### src/assert_macros.svh
// Assertion macros shared by the row unfilter RTL.
// Included by the modules that carry concurrent checks; needs nothing else.
`ifndef ASSERT_MACROS_SVH
`define ASSERT_MACROS_SVH

// Check that cons holds in the same cycle as ante.
`define PRU_ASSERT_IMPL(label, clk, rst_n, ante, cons, msg) \
    label: assert property (@(posedge clk) disable iff (!rst_n) (ante) |-> (cons)) \
        else $error(msg);

// Check that cons holds in the cycle after ante.
`define PRU_ASSERT_NEXT(label, clk, rst_n, ante, cons, msg) \
    label: assert property (@(posedge clk) disable iff (!rst_n) (ante) |=> (cons)) \
        else $error(msg);

`endif

### src/pru_pkg.sv
// Shared types, codes and helper functions of the row unfilter.
// Used by every module of the block; depends on nothing.
package pru_pkg;

    localparam int DEFAULT_MAX_ROW_BYTES = 16384;

    localparam int BYTE_W      = 8;
    localparam int KIND_W      = 2;
    localparam int ERR_W       = 2;
    localparam int FILTER_W    = 3;
    localparam int SLOT_W      = 3;
    localparam int ROW_BYTES_W = 15;
    localparam int BPP_W       = 4;
    localparam int CFG_INDEX_W = 2;
    localparam int CFG_DATA_W  = 15;
    localparam int HIST_DEPTH  = 8;

    // configuration register indexes
    localparam logic [CFG_INDEX_W-1:0] REG_ROW_BYTES       = 2'd0;
    localparam logic [CFG_INDEX_W-1:0] REG_BYTES_PER_PIXEL = 2'd1;

    // input word kinds
    localparam logic [KIND_W-1:0] KIND_DATA = 2'd0;
    localparam logic [KIND_W-1:0] KIND_ROW  = 2'd1;
    localparam logic [KIND_W-1:0] KIND_PASS = 2'd2;

    // result error codes
    localparam logic [ERR_W-1:0] ERR_NONE    = 2'd0;
    localparam logic [ERR_W-1:0] ERR_FILTER  = 2'd1;
    localparam logic [ERR_W-1:0] ERR_OUTSIDE = 2'd2;

    // filter types
    localparam logic [FILTER_W-1:0] FILT_NONE  = 3'd0;
    localparam logic [FILTER_W-1:0] FILT_SUB   = 3'd1;
    localparam logic [FILTER_W-1:0] FILT_UP    = 3'd2;
    localparam logic [FILTER_W-1:0] FILT_AVG   = 3'd3;
    localparam logic [FILTER_W-1:0] FILT_PAETH = 3'd4;
    localparam logic [BYTE_W-1:0]   FILTER_LIMIT = 8'd5;

    localparam logic [BPP_W-1:0] MAX_BPP = 4'd8;

    // reciprocals 2^18/k rounded up, exact for 15-bit dividends
    localparam logic [16:0] RECIP_3 = 17'd87382;
    localparam logic [16:0] RECIP_5 = 17'd52429;
    localparam logic [16:0] RECIP_6 = 17'd43691;
    localparam logic [16:0] RECIP_7 = 17'd37450;

    // one decoded word handed from the sequencer to the predictor stage
    typedef struct packed {
        logic                is_data;
        logic [ERR_W-1:0]    error;
        logic [BYTE_W-1:0]   data_byte;
        logic [FILTER_W-1:0] filter;
        logic [SLOT_W-1:0]   slot;
        logic                left_ok;
        logic                first_row;
        logic                last;
    } pru_cmd_t;

    // remainder by a small constant through a reciprocal multiply
    function automatic logic [SLOT_W-1:0] recip_mod(input logic [14:0] v,
                                                    input logic [16:0] m,
                                                    input logic [3:0] k);
        logic [31:0] prod;
        logic [13:0] q;
        logic [29:0] qk;
        logic [14:0] r;
        prod = {17'd0, v} * {15'd0, m};
        q    = prod[31:18];
        qk   = {1'b0, q} * {11'd0, k};
        r    = v - qk[14:0];
        return r[SLOT_W-1:0];
    endfunction

    // v mod k for k in 1..8
    function automatic logic [SLOT_W-1:0] residue_small(input logic [14:0] v,
                                                        input logic [BPP_W-1:0] k);
        logic [SLOT_W-1:0] r;
        case (k)
            4'd2:    r = {2'b00, v[0]};
            4'd3:    r = recip_mod(v, RECIP_3, 4'd3);
            4'd4:    r = {1'b0, v[1:0]};
            4'd5:    r = recip_mod(v, RECIP_5, 4'd5);
            4'd6:    r = recip_mod(v, RECIP_6, 4'd6);
            4'd7:    r = recip_mod(v, RECIP_7, 4'd7);
            4'd8:    r = v[2:0];
            default: r = 3'd0;
        endcase
        return r;
    endfunction

endpackage

### src/pru_if.sv


interface pru_out_if
    import pru_pkg::*;
();
    logic              valid;
    logic              ready;
    logic [BYTE_W-1:0] pixel_byte;
    logic              last_of_row;
    logic [ERR_W-1:0]  error;

    modport source (output valid, output pixel_byte, output last_of_row, output error,
                    input ready);
    modport sink   (input valid, input pixel_byte, input last_of_row, input error,
                    output ready);
endinterface

### src/pru_predictor.sv
// Predictor stage and output register: left/up-left history, filter
// arithmetic, previous-row write-back. Depends on pru_pkg and pru_if.
`include "assert_macros.svh"

module pru_predictor
    import pru_pkg::*;
#(
    parameter int AW = $clog2(DEFAULT_MAX_ROW_BYTES)
) (
    input  logic              clk,
    input  logic              rst_n,
    input  logic              load,
    input  pru_cmd_t          cmd,
    input  logic [AW-1:0]     addr,
    input  logic [BYTE_W-1:0] rd_data,
    output logic              s1_ready,
    output logic              wr_en,
    output logic [AW-1:0]     wr_addr,
    output logic [BYTE_W-1:0] wr_data,
    pru_out_if.source         pixels
);

    logic              s1_valid_reg, s1_valid_next;
    pru_cmd_t          s1_cmd_reg;
    logic [AW-1:0]     s1_addr_reg;
    logic              out_valid_reg, out_valid_next;
    logic [BYTE_W-1:0] out_pixel_reg;
    logic              out_last_reg;
    logic [ERR_W-1:0]  out_err_reg;
    logic [BYTE_W-1:0] left_hist_reg [HIST_DEPTH];
    logic [BYTE_W-1:0] upleft_hist_reg [HIST_DEPTH];

    logic              out_free, s1_fire;
    logic [BYTE_W-1:0] left, up, upleft, pred, val, pa, pb;
    logic [8:0]        avg_sum;
    logic [9:0]        ab_sum, c_twice, pc, pa_w, pb_w;

    assign out_free = !out_valid_reg || pixels.ready;
    assign s1_fire  = s1_valid_reg && out_free;
    assign s1_ready = !s1_valid_reg || out_free;

    // form the prediction terms and reconstruct the byte
    always_comb
    begin
        left    = s1_cmd_reg.left_ok ? left_hist_reg[s1_cmd_reg.slot] : '0;
        up      = s1_cmd_reg.first_row ? '0 : rd_data;
        upleft  = (s1_cmd_reg.left_ok && !s1_cmd_reg.first_row)
                  ? upleft_hist_reg[s1_cmd_reg.slot] : '0;
        avg_sum = {1'b0, left} + {1'b0, up};
        pa      = (up > upleft) ? up - upleft : upleft - up;
        pb      = (left > upleft) ? left - upleft : upleft - left;
        ab_sum  = {2'b00, left} + {2'b00, up};
        c_twice = {1'b0, upleft, 1'b0};
        pc      = (ab_sum > c_twice) ? ab_sum - c_twice : c_twice - ab_sum;
        pa_w    = {2'b00, pa};
        pb_w    = {2'b00, pb};
        case (s1_cmd_reg.filter)
            FILT_SUB:   pred = left;
            FILT_UP:    pred = up;
            FILT_AVG:   pred = avg_sum[8:1];
            FILT_PAETH:
            begin
                if ((pa_w <= pb_w) && (pa_w <= pc))
                begin
                    pred = left;
                end
                else if (pb_w <= pc)
                begin
                    pred = up;
                end
                else
                begin
                    pred = upleft;
                end
            end
            default:    pred = '0;
        endcase
        val = s1_cmd_reg.data_byte + pred;
    end

    assign wr_en   = s1_fire && s1_cmd_reg.is_data;
    assign wr_addr = s1_addr_reg;
    assign wr_data = val;

    // advance the stage and output valid flags
    always_comb
    begin
        s1_valid_next = s1_valid_reg;
        if (load)
        begin
            s1_valid_next = 1'b1;
        end
        else if (s1_fire)
        begin
            s1_valid_next = 1'b0;
        end
        out_valid_next = out_valid_reg;
        if (s1_fire)
        begin
            out_valid_next = 1'b1;
        end
        else if (pixels.ready)
        begin
            out_valid_next = 1'b0;
        end
    end

    always_ff @(posedge clk or negedge rst_n)
    begin
        if (!rst_n)
        begin
            s1_valid_reg  <= 1'b0;
            out_valid_reg <= 1'b0;
        end
        else
        begin
            s1_valid_reg  <= s1_valid_next;
            out_valid_reg <= out_valid_next;
        end
    end

    // capture the decoded word
    always_ff @(posedge clk)
    begin
        if (load)
        begin
            s1_cmd_reg  <= cmd;
            s1_addr_reg <= addr;
        end
    end

    // load the output word
    always_ff @(posedge clk)
    begin
        if (s1_fire)
        begin
            if (s1_cmd_reg.is_data)
            begin
                out_pixel_reg <= val;
                out_last_reg  <= s1_cmd_reg.last;
                out_err_reg   <= ERR_NONE;
            end
            else
            begin
                out_pixel_reg <= '0;
                out_last_reg  <= 1'b0;
                out_err_reg   <= s1_cmd_reg.error;
            end
        end
    end

    // update left and up-left history at the byte's slot
    always_ff @(posedge clk or negedge rst_n)
    begin
        if (!rst_n)
        begin
            for (int k = 0; k < HIST_DEPTH; k++)
            begin
                left_hist_reg[k]   <= '0;
                upleft_hist_reg[k] <= '0;
            end
        end
        else if (wr_en)
        begin
            left_hist_reg[s1_cmd_reg.slot]   <= val;
            upleft_hist_reg[s1_cmd_reg.slot] <= up;
        end
    end

    assign pixels.valid       = out_valid_reg;
    assign pixels.pixel_byte  = out_pixel_reg;
    assign pixels.last_of_row = out_last_reg;
    assign pixels.error       = out_err_reg;

    `PRU_ASSERT_IMPL(a_no_overrun, clk, rst_n, s1_valid_reg && !out_free, !load, "stage loaded while stalled")
    `PRU_ASSERT_IMPL(a_error_clean, clk, rst_n, out_valid_reg && (out_err_reg != ERR_NONE), (out_pixel_reg == 8'd0) && !out_last_reg, "error word carries pixel data")

endmodule

### src/flat_wrapper.sv
// flat-port wrapper written by rule: the top's interface ports become plain ports
module pru_predictor_flat import pru_pkg::*;
#(
    parameter int AW = $clog2(DEFAULT_MAX_ROW_BYTES)
)
  (clk, rst_n, load, cmd, addr, rd_data, s1_ready, wr_en, wr_addr, wr_data, pixels_valid, pixels_pixel_byte, pixels_last_of_row, pixels_error, pixels_ready);
  pru_out_if pixels_i ();
  input  logic clk;
  input  logic rst_n;
  input  logic load;
  input  pru_cmd_t cmd;
  input  logic [AW-1:0] addr;
  input  logic [BYTE_W-1:0] rd_data;
  output logic s1_ready;
  output logic wr_en;
  output logic [AW-1:0] wr_addr;
  output logic [BYTE_W-1:0] wr_data;
  output wire logic [$bits(pixels_i.valid)-1:0] pixels_valid;
  output wire logic [$bits(pixels_i.pixel_byte)-1:0] pixels_pixel_byte;
  output wire logic [$bits(pixels_i.last_of_row)-1:0] pixels_last_of_row;
  output wire logic [$bits(pixels_i.error)-1:0] pixels_error;
  input wire logic [$bits(pixels_i.ready)-1:0] pixels_ready;
  assign pixels_valid = pixels_i.valid;
  assign pixels_pixel_byte = pixels_i.pixel_byte;
  assign pixels_last_of_row = pixels_i.last_of_row;
  assign pixels_error = pixels_i.error;
  assign pixels_i.ready = pixels_ready;
  pru_predictor #(.AW(AW)) u_core (.clk(clk), .rst_n(rst_n), .load(load), .cmd(cmd), .addr(addr), .rd_data(rd_data), .s1_ready(s1_ready), .wr_en(wr_en), .wr_addr(wr_addr), .wr_data(wr_data), .pixels(pixels_i));
endmodule
### config.mk
export PLATFORM = sky130hd
export DESIGN_NAME = pru_predictor_flat
export DESIGN_NICKNAME = d
export VERILOG_FILES = /design/src/pru_pkg.sv /design/src/pru_if.sv /design/src/pru_predictor.sv /design/src/flat_wrapper.sv
export VERILOG_INCLUDE_DIRS = /design/src /design/src/src
export SDC_FILE = /design/constraint.sdc
export NUM_CORES = 1
export LEC_CHECK = 0
export BUFFER_PORTS_ARGS = -buffer_cell sky130_fd_sc_hd__buf_4
export CORE_ASPECT_RATIO = 2
export CORE_UTILIZATION = 60
export DETAILED_ROUTE_END_ITERATION = 10
export PLACE_DENSITY = 0.79
export SLEW_MARGIN = 10
export SYNTH_ARGS = -nofsm -noshare
export SYNTH_HDL_FRONTEND = slang
export SYNTH_SLANG_ARGS = --single-unit
### constraint.sdc
create_clock -name clk -period 13.9 [get_ports clk]
set_clock_uncertainty 0.15 [all_clocks]
set_input_delay 2.78 -clock clk [delete_from_list [all_inputs] [get_ports clk]]
set_output_delay 2.78 -clock clk [all_outputs]
set_load 0.005 [all_outputs]
=== Word level (Yosys, flattened, before mapping) ===
Cells that the tools add are included.

* Mux-type cells: 23
* Add/sub/neg operators: 9
* Reductions and logical operators: 12
* Bitwise gates (word level): 1
* Equal/unequal tests: 4
* $lt $le $gt $ge: 8

{| class="wikitable"
|+ Operator list
! operator !! count
|-
| bitwise mux 64 bit || 2
|-
| 2-to-1 mux 8 bit || 12
|-
| binary-select mux 8 bit (select 3 bit) || 2
|-
| one-hot mux 8 bit (4 select lines) || 1
|-
| subtractor 8 bit || 4
|-
| demux 8 bit (select 3 bit) || 1
|-
| <= comparator 8 x 10 -> 1 bit || 2
|-
| adder 8 x 8 -> 9 bit || 2
|-
| > comparator 8 bit || 2
|-
| > comparator 10 x 9 -> 1 bit || 1
|-
| 2-to-1 mux 10 bit || 1
|-
| subtractor 10 x 9 -> 10 bit || 1
|-
| subtractor 9 x 10 -> 10 bit || 1
|-
| adder 8 bit || 1
|-
| <= comparator 8 bit || 1
|-
| == test 3 x 2 -> 1 bit, second input constant || 2
|-
| logical AND 1 bit || 5
|-
| >= comparator 4 bit, second input constant || 1
|-
| less-than comparator 4 x 1 -> 1 bit, second input constant || 1
|-
| 2-to-1 mux 1 bit || 4
|-
| inverter 3 -> 4 bit || 1
|-
| nonzero test 2 bit || 2
|-
| == test 3 x 1 -> 1 bit, second input constant || 1
|-
| == test 3 bit, second input constant || 1
|-
| other kinds (2) || 5
|}

* Input bits: 46
* Bits in registers: 175
* Output and inout bits: 36
* Logic and storage cells: 87

=== Logic depth before layout (Yosys ltp) ===
* Depth after elaboration: 14
* Gate-level depth with buffers: 48
* Depth with buffers taken out: 42

=== Worst setup path after synthesis ===
No wires, ideal clock.

* Path kind: input-to-output
* Start: input rd_data[0]
* End: output wr_data[7]
* Buffers on the path: 3
* Required time: 10.970 ns
* Arrival: 10.322 ns
* Cell stages on the path: 41
* Path slack: 0.648 ns
* Path through: nand2b_1 -> clkbuf_1 -> inv_1 -> ha_1 -> maj3_1 -> a21oi_1 -> nor2b_1 -> o311ai_0 -> o22ai_1 -> a21o_1 -> ha_1 -> buf_2 -> nand3_1 -> or3_4 -> o21ai_1 -> buf_2 -> mux2_2 -> a21oi_1 -> [... 5 more ...] -> nor2_1 -> and3_4 -> nor2_1 -> nand3_2 -> mux2i_1 -> o221ai_1 -> ha_1 -> a21o_1 -> a21oi_1 -> o21bai_1 -> a21oi_1 -> o21ai_0 -> xor2_1 -> nor3_1 -> a31o_2 -> a311o_1 -> o221ai_2 -> nand2_1

* Cells in the longest elaborated chain, start to end: 9
* Elaborated cells on any way between the ends: 19
* Those cells by class: add/sub: 7; order compare: 5; mux: 6; reduce/logical: 1

{| class="wikitable"
|+ Ends and longest elaborated chain
! what !! line !! source
|-
| from (decl) || flat_wrapper.sv:13 || <nowiki>input logic [BYTE_W-1:0] rd_data;</nowiki>
|-
| 2-to-1 mux 8 bit * || pru_predictor.sv:46 || <nowiki>up = s1_cmd_reg.first_row ? '0 : rd_data;</nowiki>
|-
| named net u_core.up[0] || pru_predictor.sv:34 || <nowiki>logic [BYTE_W-1:0] left, up, upleft, pred, val, pa, pb;</nowiki>
|-
| adder 8 x 8 -> 9 bit || pru_predictor.sv:49, pru_predictor.sv:52 ||
|-
| subtractor 9 x 10 -> 10 bit (tied with other cells) || pru_predictor.sv:54 || <nowiki>pc = (ab_sum > c_twice) ? ab_sum - c_twice : c_twice - ab_sum;</nowiki>
|-
| 2-to-1 mux 10 bit || pru_predictor.sv:54 ||
|-
| <= comparator 8 x 10 -> 1 bit, on equally long branches || pru_predictor.sv:67, pru_predictor.sv:63 ||
|-
| 2-to-1 mux 8 bit or logical AND 1 bit (tied branches) || pru_predictor.sv:67, pru_predictor.sv:63 ||
|-
| 2-to-1 mux 8 bit || pru_predictor.sv:63 || <nowiki>if ((pa_w <= pb_w) && (pa_w <= pc))</nowiki>
|-
| one-hot mux 8 bit (4 select lines) * || pru_predictor.sv:57 || <nowiki>case (s1_cmd_reg.filter)</nowiki>
|-
| adder 8 bit * || pru_predictor.sv:78 || <nowiki>val = s1_cmd_reg.data_byte + pred;</nowiki>
|-
| to (decl) || flat_wrapper.sv:17 || <nowiki>output logic [BYTE_W-1:0] wr_data;</nowiki>
|}

The timed path passes the listed nets; every way through them passes the cells marked *.

=== Worst setup path in the final report ===
* Start: input rd_data[4]
* End: output wr_data[7]

Same word-level chain as after synthesis.

==> results_tabular.tex <==
\begin{tabular}{lr}
\hline
Metric & Value \\
\hline
\multicolumn{2}{l}{\textbf{Yosys}} \\
\quad Part of the Yosys area used for sequential elements & 0.409 \\
\quad Post-synthesis sequential element count & 175 \\
\quad Average cell area after synthesis & 9.36 um\^{}2 \\
\quad EDFF count, synth & 45 \\
\quad Mapped Nets & 1336 \\
\quad Top\_reg\_cell synth & dfrtp\_1 \\
\quad Post-synthesis instance area & 11300 um\^{}2 \\
\quad Mapped Cells & 1203 \\
\quad Async set or reset register ratio after synthesis & 0.743 \\
\quad Number of warnings printed during yosys synthesis & 0 \\
\quad Count of unique library cells instantiated by Yosys & 84 \\
\multicolumn{2}{l}{\textbf{Timing}} \\
\quad Min Hold Slack & 0.326 ns \\
\quad Peak clock frequency supported by timing & 0.0738 GHz \\
\quad Worst-case headroom to the max-slew limit & 0.217 \\
\quad Final Cycle Share & 0.975 \\
\quad TNS Setup & 0 ns \\
\quad Time the worst path needs with I/O delays and setup & 13.55 ns \\
\quad Final count of hold timing violations & 0 \\
\quad Total count of max-transition violations in the final report & 0 \\
\quad Count of endpoints failing setup in the final report & 0 \\
\quad Actual slew at the worst max-slew pin & 1.17 ns \\
\multicolumn{2}{l}{\textbf{Floorplanning}} \\
\quad Die Area & 19400 um\^{}2 \\
\quad Placement row count & 70 \\
\quad Area of the core region & 18300 um\^{}2 \\
\quad Number of I/O pins & 82 \\
\quad Width of the die & 98.9 um \\
\quad Overall die height & 196 um \\
\quad Initial cell density of the core & 0.615 \\
\multicolumn{2}{l}{\textbf{Clock tree}} \\
\quad Inserted Clock Buffers & 17 \\
\quad TritonCTS clock tree & yes \\
\quad Number of H-tree levels & 4 \\
\quad Cts hold-fix bufs & 0 \\
\quad Clock latency at the later pin of the worst-skew pair & 0.44 ns \\
\quad Clk pin slew, worst setup/hold paths & 0.07 ns \\
\quad Clock root cell & clkbuf\_16 \\
\quad Clock buffer depth & 2 \\
\quad Total clock sinks & 175 \\
\multicolumn{2}{l}{\textbf{Min path}} \\
\quad Worst hold path class & reg2reg \\
\quad Cells on Worst Hold Path & 2 \\
\multicolumn{2}{l}{\textbf{Cells and area}} \\
\quad Final Cell Area & 12900 um\^{}2 \\
\quad Area growth from synthesis to layout & 14.7\% \\
\quad Share of cells above drive strength 1 & 0.186 \\
\quad NumNets Final & 1423 \\
\quad N\_diodes & 0 \\
\quad Util after Layout & 0.706 \\
\multicolumn{2}{l}{\textbf{Detailed routing}} \\
\quad WL/cell & 23.9 um \\
\quad Post-DRT Antenna Nets & 0 \\
\quad Number of iterations in the first detailed-routing pass & 5 \\
\quad Wirelength, routed & 36.3 mm \\
\quad Vias per cell & 6.54 \\
\quad Number of DRC violations after detailed-routing iteration 0 & 666 \\
\quad Number of vias after detailed routing & 9927 \\
\quad Remaining DRCs & 0 \\
\multicolumn{2}{l}{\textbf{Critical path}} \\
\quad Biggest fanout along the worst timing path & 6 \\
\quad Cell repeated most along the worst path & buf\_4 \\
\quad Arrival time at the worst endpoint & 10.62 ns \\
\quad Worst Path Required & 10.97 ns \\
\quad Kind of end point of the critical path & output pin \\
\quad Highest cell delay on the worst timing path & 0.44 ns \\
\quad Setup CP Type & in2out \\
\quad Slowest CP cell & or3\_4 \\
\quad Setup crit start kind & input port \\
\quad Depth of the worst register-to-register path & 43 \\
\multicolumn{2}{l}{\textbf{Job}} \\
\quad Max capacitance violation total & 0 \\
\multicolumn{2}{l}{\textbf{Global route}} \\
\quad GRT Total Usage & 0.391 \\
\quad Number of antenna violations at the first check in global routing & 0 \\
\quad First-pass GRT wire length & 55.7 mm \\
\quad Number of global-route vias before repair & 10200 \\
\quad Remaining Overflow, GRT & 0 \\
\quad Maximum number of pins on one net before global-route repair & 73 \\
\multicolumn{2}{l}{\textbf{Power and ir drop}} \\
\quad Leakage power & 6.00 nW \\
\quad Power per cell area & 226 nW/um\^{}2 \\
\quad VDD IR max & 0.181 mV \\
\multicolumn{2}{l}{\textbf{Placed design}} \\
\quad Placed cell area & 12200 um\^{}2 \\
\quad Final RePlAce weighted congestion & 1.07 \\
\quad Port Buffers & 81 \\
\quad Post-detailed-placement half-perimeter wirelength & 26.5 mm \\
\multicolumn{2}{l}{\textbf{Outcome}} \\
\quad Result of the run & complete, no violations \\
\hline
\end{tabular}
## layout by cell type (no fill, tap or decap), types with 17 or more instances in the layout
| cell | instances |
|---|---|
| mux2_2 | 33 |
| buf_4 | 130 |
| inv_1 | 61 |
| mux2i_1 | 31 |
| edfxtp_1 | 45 |
| a21oi_1 | 58 |
| ha_1 | 81 |
| nand3_1 | 21 |
| nor2_1 | 49 |
| nand2b_1 | 21 |
| o21ai_0 | 135 |
| nand2_1 | 200 |
| dfrtp_1 | 130 |
| clkbuf_16 | 17 |
| nor2b_1 | 17 |
## cells in the mapped netlist (all sizes together) (5+ instances only)
cell	number	area [um^2]
and2	16	103
dfrtp	130	3250
mux2i	31	310
nor2b	17	106
a211oi	12	90.1
xnor2	15	131
a21o	15	113
nand4	5	31.3
clkbuf	45	169
nand3	22	115
nand2b	21	131
fa	5	100
o21ai	142	711
ha	82	1030
and3	8	55.1
mux4	11	248
nor2	50	190
o21a	10	75.1
buf	17	90.1
xor2	12	105
edfxtp	45	1350
o32ai	6	60.1
inv	62	233
a22oi	15	113
or2	6	40.0
a21oi	63	330
or3	5	36.3
a31oi	15	93.8
nor3	13	65.1
nand2	201	754
mux2	33	372
## kinds of logic after synthesis
group | after synthesis | synth area share
AOI/OAI and AO/OA | 337 | 0.189
and+or+nand+nor | 377 | 0.154
muxes | 75 | 0.0826
adders and majority gates | 88 | 0.101
buffers and inverters | 124 | 0.0437
xor gates and xnor gates | 27 | 0.0210
DFF | 175 | 0.409
## area by class of cell
| type | instances | area, um^2 |
|---|---|---|
| Fill cell | 1385 | 5380 |
| Inverter | 62 | 233 |
| Sequential cell | 175 | 4600 |
| Timing Repair Buffer | 130 | 976 |
| Clock buffer | 17 | 425 |
| Tap cell | 216 | 270 |
| Clock inverter | 15 | 186 |
| Multi-Input combinational cell | 904 | 6230 |
## repair_timing
action                                  in CTS  in global routing
resized for setup                            0                 13
endpoints found under the setup margin       0                  1
buffers inserted                             0                  3
## worst max-delay path: cells and delay by family
kind	cells	cell delay, ns
buffers and inverters	6	0.90
XOR/XNOR	3	0.83
AO/OA/AOI/OAI	18	3.39
adder cells (fa/ha/maj)	4	1.31
AND/OR/NAND/NOR	10	1.37
## stage by stage
step	worst slack, ns	instances	power, mW
after global routing	-0.0247	1519	3.10
final	0.350	1519	2.92
after CTS	0.116	1516	2.85
after floorplan	0.648	1203	1.82
after detailed placement	0.134	1484	2.35
after global placement	0.330	1484	2.31
## report_power, final
part | total, mW | switching [mW] | internal, mW
combinational | 1.67 | 0.972 | 0.698
clock | 0.493 | 0.208 | 0.285
sequential | 0.760 | 0.0848 | 0.675
## worst paths after layout
path	startpoint	to	slack, ns
max reg2reg	u_core.s1_cmd_reg[5]$_DFFE_PP_	u_core.pixels.pixel_byte[7]$_SDFFCE_PN0P_	3.59
max in group asynchronous	rst_n	u_core.left_hist_reg[21]$_DFFE_PN0P_	9.95
min reg2reg	u_core.left_hist_reg[25]$_DFFE_PN0P_	u_core.left_hist_reg[25]$_DFFE_PN0P_	0.33
min in group asynchronous	rst_n	u_core.upleft_hist_reg[28]$_DFFE_PN0P_	2.24
min	u_core.left_hist_reg[25]$_DFFE_PN0P_	u_core.left_hist_reg[25]$_DFFE_PN0P_	0.33
max	rd_data[4]	wr_data[7]	0.35
## layer usage
layer / share of wire / track usage / vias up
li1: - / - / 4466
met1: 0.32 / 0.366 / 4807
met2: 0.54 / 0.713 / 463
met3: 0.056 / 0.0734 / 191
met4: 0.091 / 0.339 / 0
met5: 0 / 0 / -
(Power assumes the default switching activity.)
