<file path="src/assert_macros.svh">
// Assertion macros shared by the row unfilter RTL.
// Included by the modules that carry concurrent checks; needs nothing else.
`ifndef ASSERT_MACROS_SVH
`define ASSERT_MACROS_SVH

// Check that cons holds in the same cycle as ante.
`define PRU_ASSERT_IMPL(label, clk, rst_n, ante, cons, msg) \
    label: assert property (@(posedge clk) disable iff (!rst_n) (ante) |-> (cons)) \
        else $error(msg);

// Check that cons holds in the cycle after ante.
`define PRU_ASSERT_NEXT(label, clk, rst_n, ante, cons, msg) \
    label: assert property (@(posedge clk) disable iff (!rst_n) (ante) |=> (cons)) \
        else $error(msg);

`endif

</file>
<file path="src/pru_pkg.sv">
// Shared types, codes and helper functions of the row unfilter.
// Used by every module of the block; depends on nothing.
package pru_pkg;

    localparam int DEFAULT_MAX_ROW_BYTES = 16384;

    localparam int BYTE_W      = 8;
    localparam int KIND_W      = 2;
    localparam int ERR_W       = 2;
    localparam int FILTER_W    = 3;
    localparam int SLOT_W      = 3;
    localparam int ROW_BYTES_W = 15;
    localparam int BPP_W       = 4;
    localparam int CFG_INDEX_W = 2;
    localparam int CFG_DATA_W  = 15;
    localparam int HIST_DEPTH  = 8;

    // configuration register indexes
    localparam logic [CFG_INDEX_W-1:0] REG_ROW_BYTES       = 2'd0;
    localparam logic [CFG_INDEX_W-1:0] REG_BYTES_PER_PIXEL = 2'd1;

    // input word kinds
    localparam logic [KIND_W-1:0] KIND_DATA = 2'd0;
    localparam logic [KIND_W-1:0] KIND_ROW  = 2'd1;
    localparam logic [KIND_W-1:0] KIND_PASS = 2'd2;

    // result error codes
    localparam logic [ERR_W-1:0] ERR_NONE    = 2'd0;
    localparam logic [ERR_W-1:0] ERR_FILTER  = 2'd1;
    localparam logic [ERR_W-1:0] ERR_OUTSIDE = 2'd2;

    // filter types
    localparam logic [FILTER_W-1:0] FILT_NONE  = 3'd0;
    localparam logic [FILTER_W-1:0] FILT_SUB   = 3'd1;
    localparam logic [FILTER_W-1:0] FILT_UP    = 3'd2;
    localparam logic [FILTER_W-1:0] FILT_AVG   = 3'd3;
    localparam logic [FILTER_W-1:0] FILT_PAETH = 3'd4;
    localparam logic [BYTE_W-1:0]   FILTER_LIMIT = 8'd5;

    localparam logic [BPP_W-1:0] MAX_BPP = 4'd8;

    // reciprocals 2^18/k rounded up, exact for 15-bit dividends
    localparam logic [16:0] RECIP_3 = 17'd87382;
    localparam logic [16:0] RECIP_5 = 17'd52429;
    localparam logic [16:0] RECIP_6 = 17'd43691;
    localparam logic [16:0] RECIP_7 = 17'd37450;

    // one decoded word handed from the sequencer to the predictor stage
    typedef struct packed {
        logic                is_data;
        logic [ERR_W-1:0]    error;
        logic [BYTE_W-1:0]   data_byte;
        logic [FILTER_W-1:0] filter;
        logic [SLOT_W-1:0]   slot;
        logic                left_ok;
        logic                first_row;
        logic                last;
    } pru_cmd_t;

    // remainder by a small constant through a reciprocal multiply
    function automatic logic [SLOT_W-1:0] recip_mod(input logic [14:0] v,
                                                    input logic [16:0] m,
                                                    input logic [3:0] k);
        logic [31:0] prod;
        logic [13:0] q;
        logic [29:0] qk;
        logic [14:0] r;
        prod = {17'd0, v} * {15'd0, m};
        q    = prod[31:18];
        qk   = {1'b0, q} * {11'd0, k};
        r    = v - qk[14:0];
        return r[SLOT_W-1:0];
    endfunction

    // v mod k for k in 1..8
    function automatic logic [SLOT_W-1:0] residue_small(input logic [14:0] v,
                                                        input logic [BPP_W-1:0] k);
        logic [SLOT_W-1:0] r;
        case (k)
            4'd2:    r = {2'b00, v[0]};
            4'd3:    r = recip_mod(v, RECIP_3, 4'd3);
            4'd4:    r = {1'b0, v[1:0]};
            4'd5:    r = recip_mod(v, RECIP_5, 4'd5);
            4'd6:    r = recip_mod(v, RECIP_6, 4'd6);
            4'd7:    r = recip_mod(v, RECIP_7, 4'd7);
            4'd8:    r = v[2:0];
            default: r = 3'd0;
        endcase
        return r;
    endfunction

endpackage

</file>
<file path="src/pru_sequencer.sv">
// Row sequencer: configuration registers, row position and pixel slot
// tracking, previous-row read issue. Depends on pru_pkg.
`include "assert_macros.svh"

module pru_sequencer
    import pru_pkg::*;
#(
    parameter int MAX_ROW_BYTES = DEFAULT_MAX_ROW_BYTES,
    parameter int AW            = $clog2(MAX_ROW_BYTES)
) (
    input  logic                   clk,
    input  logic                   rst_n,
    input  logic                   cfg_we,
    input  logic [CFG_INDEX_W-1:0] cfg_index,
    input  logic [CFG_DATA_W-1:0]  cfg_data,
    input  logic                   acc,
    input  logic [KIND_W-1:0]      kind,
    input  logic [BYTE_W-1:0]      data_byte,
    output logic                   load,
    output pru_cmd_t               cmd,
    output logic                   rd_en,
    output logic [AW-1:0]          rd_addr
);

    localparam int PW = $clog2(MAX_ROW_BYTES + 1);
    localparam int RW = (PW > 16) ? PW : 16;

    logic [ROW_BYTES_W-1:0] row_bytes_reg;
    logic [BPP_W-1:0]       bpp_reg;
    logic [AW-1:0]          pos_reg, pos_next;
    logic [FILTER_W-1:0]    filter_reg, filter_next;
    logic                   first_row_reg, first_row_next;
    logic                   row_active_reg, row_active_next;
    logic [SLOT_W-1:0]      cnt_reg [HIST_DEPTH];
    logic [SLOT_W-1:0]      cnt_next [HIST_DEPTH];

    logic [RW-1:0]     rb_ext, rb_eff, rbm1, pos_ext, i_ext, i_inc;
    logic [BPP_W-1:0]  bpp_eff, bpp_m1;
    logic              clamped, is_last;
    logic [SLOT_W-1:0] slot;
    logic [AW-1:0]     i_addr;

    // write configuration registers
    always_ff @(posedge clk or negedge rst_n)
    begin
        if (!rst_n)
        begin
            row_bytes_reg <= 15'd1;
            bpp_reg       <= 4'd1;
        end
        else if (cfg_we)
        begin
            case (cfg_index)
                REG_ROW_BYTES:       row_bytes_reg <= cfg_data;
                REG_BYTES_PER_PIXEL: bpp_reg <= cfg_data[BPP_W-1:0];
                default:             ;
            endcase
        end
    end

    // clamp registers and locate the byte inside the row
    always_comb
    begin
        rb_ext = RW'(row_bytes_reg);
        if (row_bytes_reg == '0)
        begin
            rb_eff = RW'(1);
        end
        else if (rb_ext > RW'(MAX_ROW_BYTES))
        begin
            rb_eff = RW'(MAX_ROW_BYTES);
        end
        else
        begin
            rb_eff = rb_ext;
        end
        if (bpp_reg == '0)
        begin
            bpp_eff = 4'd1;
        end
        else if (bpp_reg > MAX_BPP)
        begin
            bpp_eff = MAX_BPP;
        end
        else
        begin
            bpp_eff = bpp_reg;
        end
        bpp_m1  = bpp_eff - 4'd1;
        rbm1    = rb_eff - RW'(1);
        pos_ext = RW'(pos_reg);
        clamped = (pos_ext >= rb_eff);
        i_ext   = clamped ? rbm1 : pos_ext;
        i_inc   = i_ext + RW'(1);
        is_last = (i_inc >= rb_eff);
        i_addr  = i_ext[AW-1:0];
        slot    = clamped ? residue_small(rbm1[14:0], bpp_eff) : cnt_reg[bpp_m1[SLOT_W-1:0]];
    end

    // decode the accepted word and advance row state
    always_comb
    begin
        pos_next        = pos_reg;
        filter_next     = filter_reg;
        first_row_next  = first_row_reg;
        row_active_next = row_active_reg;
        for (int k = 0; k < HIST_DEPTH; k++)
        begin
            cnt_next[k] = cnt_reg[k];
        end
        load          = 1'b0;
        rd_en         = 1'b0;
        cmd           = '0;
        cmd.data_byte = data_byte;
        cmd.error     = ERR_NONE;
        if (acc)
        begin
            case (kind)
                KIND_DATA:
                begin
                    load = 1'b1;
                    if (!row_active_reg)
                    begin
                        cmd.error = ERR_OUTSIDE;
                    end
                    else
                    begin
                        rd_en         = 1'b1;
                        cmd.is_data   = 1'b1;
                        cmd.filter    = filter_reg;
                        cmd.slot      = slot;
                        cmd.left_ok   = (i_ext >= RW'(bpp_eff));
                        cmd.first_row = first_row_reg;
                        cmd.last      = is_last;
                        if (is_last)
                        begin
                            row_active_next = 1'b0;
                            first_row_next  = 1'b0;
                            pos_next        = '0;
                            for (int k = 0; k < HIST_DEPTH; k++)
                            begin
                                cnt_next[k] = '0;
                            end
                        end
                        else
                        begin
                            pos_next = i_addr + AW'(1);
                            for (int k = 0; k < HIST_DEPTH; k++)
                            begin
                                cnt_next[k] = (cnt_reg[k] == SLOT_W'(k)) ? '0
                                                                        : cnt_reg[k] + 3'd1;
                            end
                        end
                    end
                end
                KIND_ROW, KIND_PASS:
                begin
                    if (kind == KIND_PASS)
                    begin
                        first_row_next = 1'b1;
                    end
                    if (data_byte >= FILTER_LIMIT)
                    begin
                        row_active_next = 1'b0;
                        load            = 1'b1;
                        cmd.error       = ERR_FILTER;
                    end
                    else
                    begin
                        filter_next     = data_byte[FILTER_W-1:0];
                        pos_next        = '0;
                        row_active_next = 1'b1;
                        for (int k = 0; k < HIST_DEPTH; k++)
                        begin
                            cnt_next[k] = '0;
                        end
                    end
                end
                default: ;
            endcase
        end
    end

    // hold row state
    always_ff @(posedge clk or negedge rst_n)
    begin
        if (!rst_n)
        begin
            pos_reg        <= '0;
            filter_reg     <= FILT_NONE;
            first_row_reg  <= 1'b1;
            row_active_reg <= 1'b0;
            for (int k = 0; k < HIST_DEPTH; k++)
            begin
                cnt_reg[k] <= '0;
            end
        end
        else
        begin
            pos_reg        <= pos_next;
            filter_reg     <= filter_next;
            first_row_reg  <= first_row_next;
            row_active_reg <= row_active_next;
            for (int k = 0; k < HIST_DEPTH; k++)
            begin
                cnt_reg[k] <= cnt_next[k];
            end
        end
    end

    assign rd_addr = i_addr;

    `PRU_ASSERT_NEXT(a_row_closes, clk, rst_n, load && cmd.is_data && cmd.last, !row_active_reg, "row still open after its last byte")
    `PRU_ASSERT_IMPL(a_read_in_row, clk, rst_n, rd_en, row_active_reg && load && cmd.is_data, "row read issued outside an open row")

endmodule

</file>
<file path="config.mk">
export PLATFORM = sky130hd
export DESIGN_NAME = pru_sequencer
export DESIGN_NICKNAME = d
export VERILOG_FILES = /design/src/pru_pkg.sv /design/src/pru_sequencer.sv
export VERILOG_INCLUDE_DIRS = /design/src /design/src/src
export SDC_FILE = /design/constraint.sdc
export NUM_CORES = 1
export LEC_CHECK = 0
export ABC_AREA = 1
export BUFFER_PORTS_ARGS = -buffer_cell sky130_fd_sc_hd__buf_2
export CAP_MARGIN = 0
export CORE_AREA = 2 2 229 231
export CTS_CLUSTER_SIZE = 12
export DETAILED_ROUTE_END_ITERATION = 10
export DIE_AREA = 0 0 231 233
export RECOVER_POWER = 50
export SETUP_SLACK_MARGIN = 0.2
export SLEW_MARGIN = 20
export SYNTH_ARGS = -nofsm -noshare
export SYNTH_HDL_FRONTEND = slang
export SYNTH_SLANG_ARGS = --single-unit
export TNS_END_PERCENT = 5
</file>
<file path="constraint.sdc">
create_clock -name clk -period 10.3 [get_ports clk]
set_input_delay 2.06 -clock clk [delete_from_list [all_inputs] [get_ports clk]]
set_output_delay 2.06 -clock clk [all_outputs]
set_load 0.005 [all_outputs]
</file>
Yosys cells after proc, flatten, opt, wreduce, memory -nomap -nowiden
Index checks and enable logic that the tools add are counted.
- equality and inequality tests: 21
- muxes and demuxes: 47
- add/sub/neg operators: 16
- $lt $le $gt $ge: 7
- reductions and logical operators: 13
- $mul: 8
- bitwise logic cells: 2
- operators by type and width (cell ; count):
    $mul A15 B16 Y31 const B ; 3
    $mux W24 ; 3
    $pmux W24 S2 ; 1
    $mux W14 ; 3
    $mux W3 ; 12
    $mul A15 B15 Y30 const B ; 1
    $mux W15 ; 2
    $pmux W14 S2 ; 1
    $mux W9 ; 3
    $mul A13 B3 Y3 const B ; 2
    $add A3 B1 Y3 const B ; 8
    $pmux W3 S7 ; 1
    $add A16 B1 Y16 const B ; 1
    $eq A4 B3 Y1 const B ; 4
    $ge A14 B16 Y1 ; 1
    $ge A16 B16 Y1 ; 1
    $ge A16 B4 Y1 ; 1
    $mux W16 ; 1
    $sub A15 B1 Y16 const B ; 1
    $gt A15 B15 Y1 const B ; 1
    $logic_not A15 Y1 ; 1
    $add A14 B1 Y14 const B ; 1
    $mul A14 B2 Y3 const B ; 1
    $mul A13 B2 Y2 const B ; 1
    other kinds (30) ; 59
- register bits: 62
- output and inout port bits: 36
- bits of input ports: 31
- logic and storage cells: 128

Depth between registers and ports, before layout
Gate-level depths: netlist of the first run.
- depth in word-level cells: 12
- mapped depth: 50
- gate-level depth less buffers: 47

Least setup slack after synthesis of the first run
No wires, ideal clock.
- path kind: flip-flop to output port
- start point: reg row_bytes_reg[0]
- end point: out cmd[5] (netlist name)
- arrival: 7549 ps
- data required time: 8240 ps
- stages on the path, launching flop included: 44
- slack: 691 ps
- buffers on the path: 2
- cell sequence: dfstp_2 -> nor2_1 -> nand2_1 -> nor2_2 -> nand2_2 -> nand2_4 -> buf_12 -> buf_12 -> nand2_1 -> ha_1 -> nand2_4 -> inv_2 -> nand4_1 -> or2_1 -> nand2_1 -> inv_1 -> ha_1 -> ha_1 -> (+8 left out) -> o21ai_0 -> nor2_1 -> nand2_1 -> or2_2 -> nand2_1 -> inv_1 -> ha_1 -> fa_1 -> xor2_1 -> xor2_1 -> nand3_1 -> nand2_1 -> inv_1 -> nand2_1 -> nand3_1 -> nand4_1 -> nand2_1 -> nor2_1
- RTL lines (element ; line ; text):
    start: declaration ; pru_sequencer.sv:28 ; logic [ROW_BYTES_W-1:0] row_bytes_reg;
    start signal: assignment ; pru_sequencer.sv:54 ; REG_ROW_BYTES: row_bytes_reg <= cfg_data;
    end: declaration ; pru_sequencer.sv:20 ; output pru_cmd_t cmd,

==> results of run 1 <==
[critical path, delay by kind of cell (launching register included)]
family	cells	cell delay, ps
buf+inv	6	700
xor+xnor	4	750
flops	1	540
compound gates	3	470
simple gates	13	1170
fa+ha+maj	9	3750
[layout by cell type, fill, tap and decap left out, types with 5 or more instances in the layout]
| cell type | netlist | routed |
|---|---|---|
| xnor2_1 | 16 | 16 |
| inv_1 | 365 | 351 |
| nor2_4 | 5 | 8 |
| o32ai_1 | 5 | 5 |
| nor3_1 | 14 | 11 |
| clkbuf_16 | 0 | 9 |
| inv_4 | 1 | 5 |
| inv_2 | 16 | 24 |
| nand2_4 | 8 | 14 |
| dfrtp_2 | 0 | 6 |
| ha_1 | 249 | 224 |
| dfrtp_1 | 59 | 53 |
| buf_4 | 11 | 61 |
| nor2_1 | 69 | 60 |
| xor2_1 | 21 | 17 |
| a21oi_2 | 0 | 6 |
| mux2_2 | 6 | 6 |
| nand3_2 | 2 | 7 |
| buf_2 | 4 | 66 |
| ha_4 | 0 | 21 |
| o21ai_1 | 8 | 9 |
| a21oi_1 | 55 | 48 |
| o21ai_2 | 10 | 13 |
| nand3_1 | 84 | 78 |
| o211ai_1 | 9 | 9 |
| fa_2 | 0 | 8 |
| o22ai_1 | 8 | 8 |
| nand2_2 | 15 | 23 |
| nand2_1 | 230 | 214 |
| fa_1 | 128 | 120 |
| xor2_2 | 2 | 5 |
| nand4_1 | 9 | 9 |
| o21ai_0 | 61 | 57 |
| nor2_2 | 4 | 10 |
[stage by stage]
step                hold slack, ps  cell area (µm²)  setup WS (ps)  utilization (%)
global route                   518            15200            132             29.7
CTS                            493            14300            231             27.9
detailed placement             478            13900            233             27.2
finish                         489            15200            497             29.7
global placement               477            13900            316             27.2
floorplan                      453            12700            691                -
[worst min-delay path by stage]
stage,from,to,slack [ps],depth (start not counted)
floorplan,filter_reg[0],filter_reg[0],450,2
global placement,filter_reg[1],filter_reg[1],480,2
detailed placement,filter_reg[2],filter_reg[2],480,2
CTS,filter_reg[2],filter_reg[2],490,2
global route,filter_reg[2],filter_reg[2],520,2
finish,filter_reg[1],filter_reg[1],490,2
[cells by family (layout without fill, tap and decap cells)]
kind of cell | count (synthesis) | after routing | synth area share [%]
buffers and inverters | 416 | 536 | 13.0
adder cells (fa/ha/maj) | 377 | 377 | 44.8
AND/OR/NAND/NOR | 460 | 461 | 16.8
XOR/XNOR | 41 | 41 | 3.16
flip-flops | 62 | 62 | 12.3
multiplexers | 6 | 6 | 0.533
AO/OA/AOI/OAI | 191 | 191 | 9.35
[metal layers]
metal	up-vias	track usage (%)
met3	45	1.50
met1	4991	16.8
met5	-	0
met2	179	22.7
li1	5147	-
met4	0	3.53
[timing repair]
| action | 4_1_cts | 5_1_grt |
|---|---|---|
| setup endpoints to repair | 3 | 3 |
| resized for setup | 21 | 128 |
| buffers inserted | 3 | 34 |
| cloned | 0 | 1 |
| pin swaps | 5 | 63 |
[layout make-up]
class                      count  area (µm²)  area share (%)
sequential                    62        1560            10.3
timing repair buffer         134         872            5.75
multi-input combinational   1076       10100            66.7
clock buffer                   9         225            1.49
tap                          680         851            5.61
inverter                     386        1470            9.70
clock inverter                 7        72.6           0.479
==> flow_summary.toml, run 1 <==
[status]
status = "complete, but fails checks"
violations = "max-capacitance violations, max-slew violations"

[synth]
synth.most_common_cell = "inv_1"
synthArstFlopShare_pct = 100
synth_ff_type = "dfrtp_1"
yosys.area.top_type = "ha_1"
synth_top_area_share_pct = 24.6
synth.area.top_cells = "ha_1, fa_1, dfrtp_1"
syn_area_per_cell_um2 = 8.16
synth-seq-cells = 62
yosys_warnings = 0
synthesis.area_mm2 = 0.0127
yosys.cell_types.count = 66
ys_top_cells_by_count = "inv_1, ha_1, nand2_1, fa_1, nand3_1"
syn_nets = 1961
syn_inst = 1553
ys_seq_area_share_pct = 12.3
synth_edf_count = 0

[floorplan]
dieArea_mm2 = 0.0538
initial_core_util_pct = 24.8
num_rows = 83
die_w_um = 231
die_h_um = 233
ios = 67
core_area_mm2 = 0.0511

[global_route]
first_global_vias = 10500
antenna_found_initial = 0
grt_overflow = 0
track_usage_pct = 13.0
grt_max_degree = 63
grt_pass1_wl_um = 55200

[clock_network]
cts-root-buf = "clkbuf_16"
worstSkewPairLatency_ps = 340
clock_path_buffers = 2
cts.sinks = 62
cts_max_level = 3
cts_tree = "yes"
cts_buffers = 9
cts.clk_slew.worst_paths_ps = 60
cts_hold_buf = 0

[setup_path]
cpPeakStageDelay_ps = 580
endpoint = "cmd[5]"
crit_fanout = 6
crit_type = "reg2out"
crit_required_ps = 8240
critPathSlowestCell = "fa_1"
worst_setup_path_start_kind = "flop"
end_kind = "output port"
reg2regPathDepth = 33
critPathMostFrequentCell = "fa_1"
startpoint = "row_bytes_reg[0]"
reg2reg_from = "row_bytes_reg[9]"
r2r_slack_ps = 3080
rr_endpoint = "cnt_reg[16]"
worstPathArrival_ps = 7740

[finish]
finalNetCount = 2077
area_growth_pct = 19.7
largest_register_ffs = 24
drive_gt1_share_pct = 20.6
finalNonFillerCells = 2354
n_antenna_cell = 0
fill_cells = 5419

[routing]
dr_wl_met3_um = 1270
routed_wl_um = 35000
met1Wirelength_um = 15600
num_vias = 10400
routed.top_layer = "met4"
wl_per_cell_um = 14.9
dr.first_iter.drc_count = 535
dr.pass1.iters = 5
ant_nets = 0
met2_length_um = 17300
viasPerCell = 4.40
drc = 0

[flow_run]
max_cap_violations = 1

[sta]
post-route-period-util_pct = 95.2
setup_viol = 0
finalHoldViolCount = 0
max_slew_margin_pct = -131
fmax_mhz = 102
rsz0062_at_grt = "false"
tns_ps = 0
fin_skew_ps = 4.28
period_needed_ps = 9800
slew_viol_final = 63
tightest_slew_ps = 3460

[worst_hold_path]
hold_class = "reg2reg"

[place]
portBuffers = 66
dp.cells = 2300
dp_hpwl_um = 28900
gp_congestion = 0.919
Power of run 1 is left out: the tool's default activity adds up to more than one toggle a clock period on the data nets, which glitch-free logic cannot reach.
==> run 2: changes to the inputs <==
Settings changed: ABC_AREA 1 to not set, CORE_AREA 2 2 229 231 to 2 2 224 226, DIE_AREA 0 0 231 233 to 0 0 226 228.
==> run 2 against run 1 <==
Effect of this change: global-route usage increased by 0.59 points; design area decreased by 0.41%; core utilization increased by 0.92 points; area after synthesis decreased by 4.2%; highest routed layer unchanged; hold slack improved by 15 ps; the flow finishes with violations (max-capacitance violations, max-slew violations, negative setup slack); critical path depth unchanged; critical path type unchanged; synthesized cell count decreased by 16%; via count decreased by 4.9%.
==> flow_summary.toml, run 2 <==
[clock_network]
cts-root-buf = "clkbuf_16"
cts.clk_slew.worst_paths_ps = 60
worstSkewPairLatency_ps = 340
cts_tree = "yes"
clock_path_buffers = 2
cts_max_level = 3
cts.sinks = 62
cts_buffers = 9

[synth]
syn_area_per_cell_um2 = 9.34
ys_seq_area_share_pct = 12.8
yosys_warnings = 0
synth-seq-cells = 62
syn_inst = 1298
synth.area.top_cells = "ha_1, fa_1, dfrtp_1"
synth_edf_count = 0
synthesis.area_mm2 = 0.0121
synth.most_common_cell = "inv_1"
syn_nets = 1706
ys_top_cells_by_count = "inv_1, ha_1, fa_1, nand2_1, dfrtp_1"
yosys.cell_types.count = 76
yosys.area.top_type = "ha_1"
synth_ff_type = "dfrtp_1"
synth_top_area_share_pct = 25.7
synthArstFlopShare_pct = 100

[global_route]
track_usage_pct = 13.5
antenna_found_initial = 0
grt_overflow = 0
first_global_vias = 10500
grt_pass1_wl_um = 55200
grt_max_degree = 63

[status]
violations = "max-capacitance violations, max-slew violations, negative setup slack"
status = "complete, but fails checks"

[floorplan]
dieArea_mm2 = 0.0515
die_w_um = 226
core_area_mm2 = 0.0493
ios = 67
num_rows = 82
initial_core_util_pct = 24.6
die_h_um = 228

[finish]
finalNonFillerCells = 2163
final_cell_mix = "inv_1, ha_1, buf_4"
finalNetCount = 1894
largest_register_ffs = 24
stdcell_area_mm2 = 0.0151
area_growth_pct = 24.5
fill_cells = 5141
layout_commonest_cell = "inv_1"
drive_gt1_share_pct = 23.5
n_antenna_cell = 0

[sta]
rsz0062_at_grt = "true"
slew_viol_final = 83
setup_viol = 1
fmax_mhz = 94.6
fin_ws_ps = -274
period_needed_ps = 10570
post-route-period-util_pct = 103
tightest_slew_ps = 3520
max_slew_margin_pct = -134
finalHoldViolCount = 0
fin_skew_ps = 12.1

[place]
place_area_mm2 = 0.0144
dp_hpwl_um = 28200
portBuffers = 66
dp_slack_ps = -212
dp.cells = 2129
gp_congestion = 0.951

[setup_path]
crit_required_ps = 8240
startpoint = "row_bytes_reg[0]"
r2r_slack_ps = 2190
rr_endpoint = "cnt_reg[21]"
crit_type = "reg2out"
worstPathArrival_ps = 8510
reg2regPathDepth = 28
cpPeakStageDelay_ps = 550
end_kind = "output port"
reg2reg_from = "row_bytes_reg[4]"
critPathSlowestCell = "or4_4"
crit_fanout = 4
endpoint = "cmd[5]"
worst_setup_path_start_kind = "flop"

[routing]
dr.pass1.iters = 5
ant_nets = 0
routed_wl_um = 33700
num_vias = 9856
dr.first_iter.drc_count = 496
wl_per_cell_um = 15.6
drc = 0
viasPerCell = 4.56

[flow_run]
max_cap_violations = 2

[worst_hold_path]
hold_class = "reg2reg"
## run 2: per-layer routing
layer,global-route usage [%],share of wire (%)
met1,17.3,44
met2,23.9,49
met3,1.69,4.3
met4,3.75,2.4
met5,0,0
## run 2: repair_timing
item	in CTS	in global routing
pin swaps	64	4
buffers inserted	18	0
gates resized for setup	61	1
hold endpoints to repair	0	0
endpoints found under the setup margin	3	3
hold buffers	0	0
## run 2: per-stage QoR
stage	util, %	hold WS (ps)	TNS, ps
2_1_floorplan	-	457	0
3_3_place_gp	29.1	476	-137
3_5_place_dp	29.1	485	-212
4_1_cts	30.6	494	-278
5_1_grt	30.6	522	-980
6_report	30.6	505	-274
## run 2: worst max-delay path, delay by kind of cell, from the launching register on
family / cells / cell delay [ps]
fa+ha+maj: 10 / 3590
xor+xnor: 5 / 870
compound gates: 6 / 1240
buf+inv: 8 / 670
simple gates: 6 / 1270
flops: 1 / 530
## run 2: worst min path at each step
stage	startpoint	to	slack, ps	depth (start not counted)
floorplan	cnt_reg[8]	cnt_reg[8]	460	2
global placement	first_row_reg	first_row_reg	480	2
detailed placement	first_row_reg	first_row_reg	490	2
CTS	first_row_reg	first_row_reg	490	2
global route	first_row_reg	first_row_reg	520	2
finish	first_row_reg	first_row_reg	500	2
## run 2: logic make-up (layout without fill, tap and decap cells)
logic type,count (synthesis),count (layout),synth area share (%)
mux,35,35,3.72
buf+inv,317,510,10.2
simple gates,220,220,9.11
flops,62,62,12.8
xor+xnor,59,59,4.37
compound gates,228,228,12.9
fa+ha+maj,377,377,46.8
## run 2: layout make-up
class / count / area (µm²) / area share (%)
timing repair buffer: 214 / 1470 / 9.71
tap: 672 / 841 / 5.57
clock inverter: 6 / 47.5 / 0.315
sequential: 62 / 1560 / 10.3
clock buffer: 10 / 229 / 1.52
inverter: 280 / 1060 / 6.99
multi-input combinational: 919 / 9900 / 65.6
Power of run 2 is left out for the same reason.
==> run 3: changes to the inputs <==
Settings changed: BUFFER_PORTS_ARGS -buffer_cell sky130_fd_sc_hd__buf_2 to -buffer_cell sky130_fd_sc_hd__buf_4, TNS_END_PERCENT 5 to 20.
Clock period 10.3 ns to 10.1 ns, I/O delays scaled along.
==> run 3 against run 2 <==
Effect of this change: the flow still finishes with violations (max-capacitance violations, max-slew violations, negative setup slack); sequential share of layout area decreased by 0.36 points; clock-buffer cell count decreased by 1; global-route usage increased by 0.12 points; first-iteration DRC count increased by 0.60%; hold slack got worse by 22 ps.
==> flow_summary.toml, run 3 (synthesized netlist as in run 2, its figures left out) <==
[finish]
n_antenna_cell = 0
fill_cells = 5081
layout_commonest_cell = "inv_1"
seqCellArea_mm2 = 0.00156
largest_register_ffs = 24
area_growth_pct = 29.0
finalNetCount = 1920
final_cell_mix = "inv_1, buf_4, ha_1"
drive_gt1_share_pct = 26.7
multi_input_area_mm2 = 0.0100

[status]
status = "complete, but fails checks"
violations = "max-capacitance violations, max-slew violations, negative setup slack"

[sta]
finalHoldViolCount = 0
period_needed_ps = 10510
max_slew_margin_pct = -144
rsz0062_at_grt = "true"
tightest_slew_ps = 3670
post-route-period-util_pct = 104
fmax_mhz = 95.2
fin_ws_ps = -408
tns_ps = -423
setup_viol = 2
slew_viol_final = 63
fin_skew_ps = 9.48

[routing]
wl_per_cell_um = 15.8
dr.pass1.iters = 5
ant_nets = 0
num_vias = 10000
dr.first_iter.drc_count = 499
routed_wl_um = 34600
drc = 0
viasPerCell = 4.59

[clock_network]
cts_max_level = 3
cts_buffers = 9
cts_tree = "yes"
cts_hold_buf = 0
worstSkewPairLatency_ps = 340
cts-root-buf = "clkbuf_16"
cts.clk_slew.worst_paths_ps = 60
clock_path_buffers = 2
cts.sinks = 62

[setup_path]
worstPathArrival_ps = 8490
cp.depth = 33
crit_required_ps = 8080
crit_type = "reg2out"
reg2regPathDepth = 28
cpPeakStageDelay_ps = 570
worst_setup_path_start_kind = "flop"
path_delay_family = "adder cells"
end_kind = "output port"
crit_fanout = 6
cp_num_buf_inv = 3
critPathSlowestCell = "fa_1"

[flow_run]
max_cap_violations = 1

[place]
portBuffers = 66
gp_congestion = 0.921
dp_hpwl_um = 28600

[worst_hold_path]
min_path_cells = 2
hold_class = "reg2reg"

[global_route]
first_global_vias = 10700
antenna_found_initial = 0
grt_overflow = 0
track_usage_pct = 13.7
grt_pass1_wl_um = 56000
grt_max_degree = 63

[floorplan]
die_h_um = 228
die_w_um = 226
initial_core_util_pct = 24.6
core_area_mm2 = 0.0493
dieArea_mm2 = 0.0515
num_rows = 82
ios = 67
==> run 3: routing by layer <==
metal  up-vias  wire, µm  GRT usage (%)
met1      4952     14900           17.1
li1       4799         -              -
met5         -         0              0
met2       242     17300           24.4
met4         0       895           4.35
met3        51      1510           1.48
==> run 3: layout make-up <==
class / count / share of cell area (%)
Clock inverter: 7 / 0.472
Multi-Input combinational cell: 919 / 64.2
Sequential cell: 62 / 9.95
Tap cell: 672 / 5.37
Inverter: 280 / 6.75
Timing Repair Buffer: 240 / 11.8
Clock buffer: 9 / 1.44
==> run 3: through the flow <==
stage	instances	cell area, µm²	hold slack [ps]	setup slack (ps)	utilization [%]
floorplan	1298	12400	457	106	-
global placement	2139	14600	476	-239	29.6
detailed placement	2139	14600	479	-335	29.6
CTS	2184	15400	488	-408	31.3
global route	2189	15600	501	-714	31.7
finish	2189	15600	483	-408	31.7
==> run 3: path summary, 6_finish.rpt <==
path	slack (ps)	end	start
max	-410	cmd[5]	row_bytes_reg[0]
min	480	first_row_reg	first_row_reg
max reg2reg	2140	cnt_reg[8]	row_bytes_reg[4]
min reg2reg	480	first_row_reg	first_row_reg
max in group asynchronous	4850	row_bytes_reg[5]	rst_n
min in group asynchronous	2940	row_bytes_reg[14]	rst_n
==> run 3: repair_timing <==
item | in CTS | in global routing
buffers inserted | 29 | 5
endpoints found under the setup margin | 3 | 3
endpoints found under the hold margin | 0 | 0
gates resized for setup | 60 | 37
pin swaps | 77 | 56
==> run 3: worst register-to-register path, delay by kind of cell, from the launching register on <==
family / cells / cell delay (ps)
AO/OA/AOI/OAI: 10 / 2610
adder cells (fa/ha/maj): 3 / 940
buffers and inverters: 4 / 820
flip-flops: 1 / 420
AND/OR/NAND/NOR: 11 / 3090
Power of run 3 is left out for the same reason.
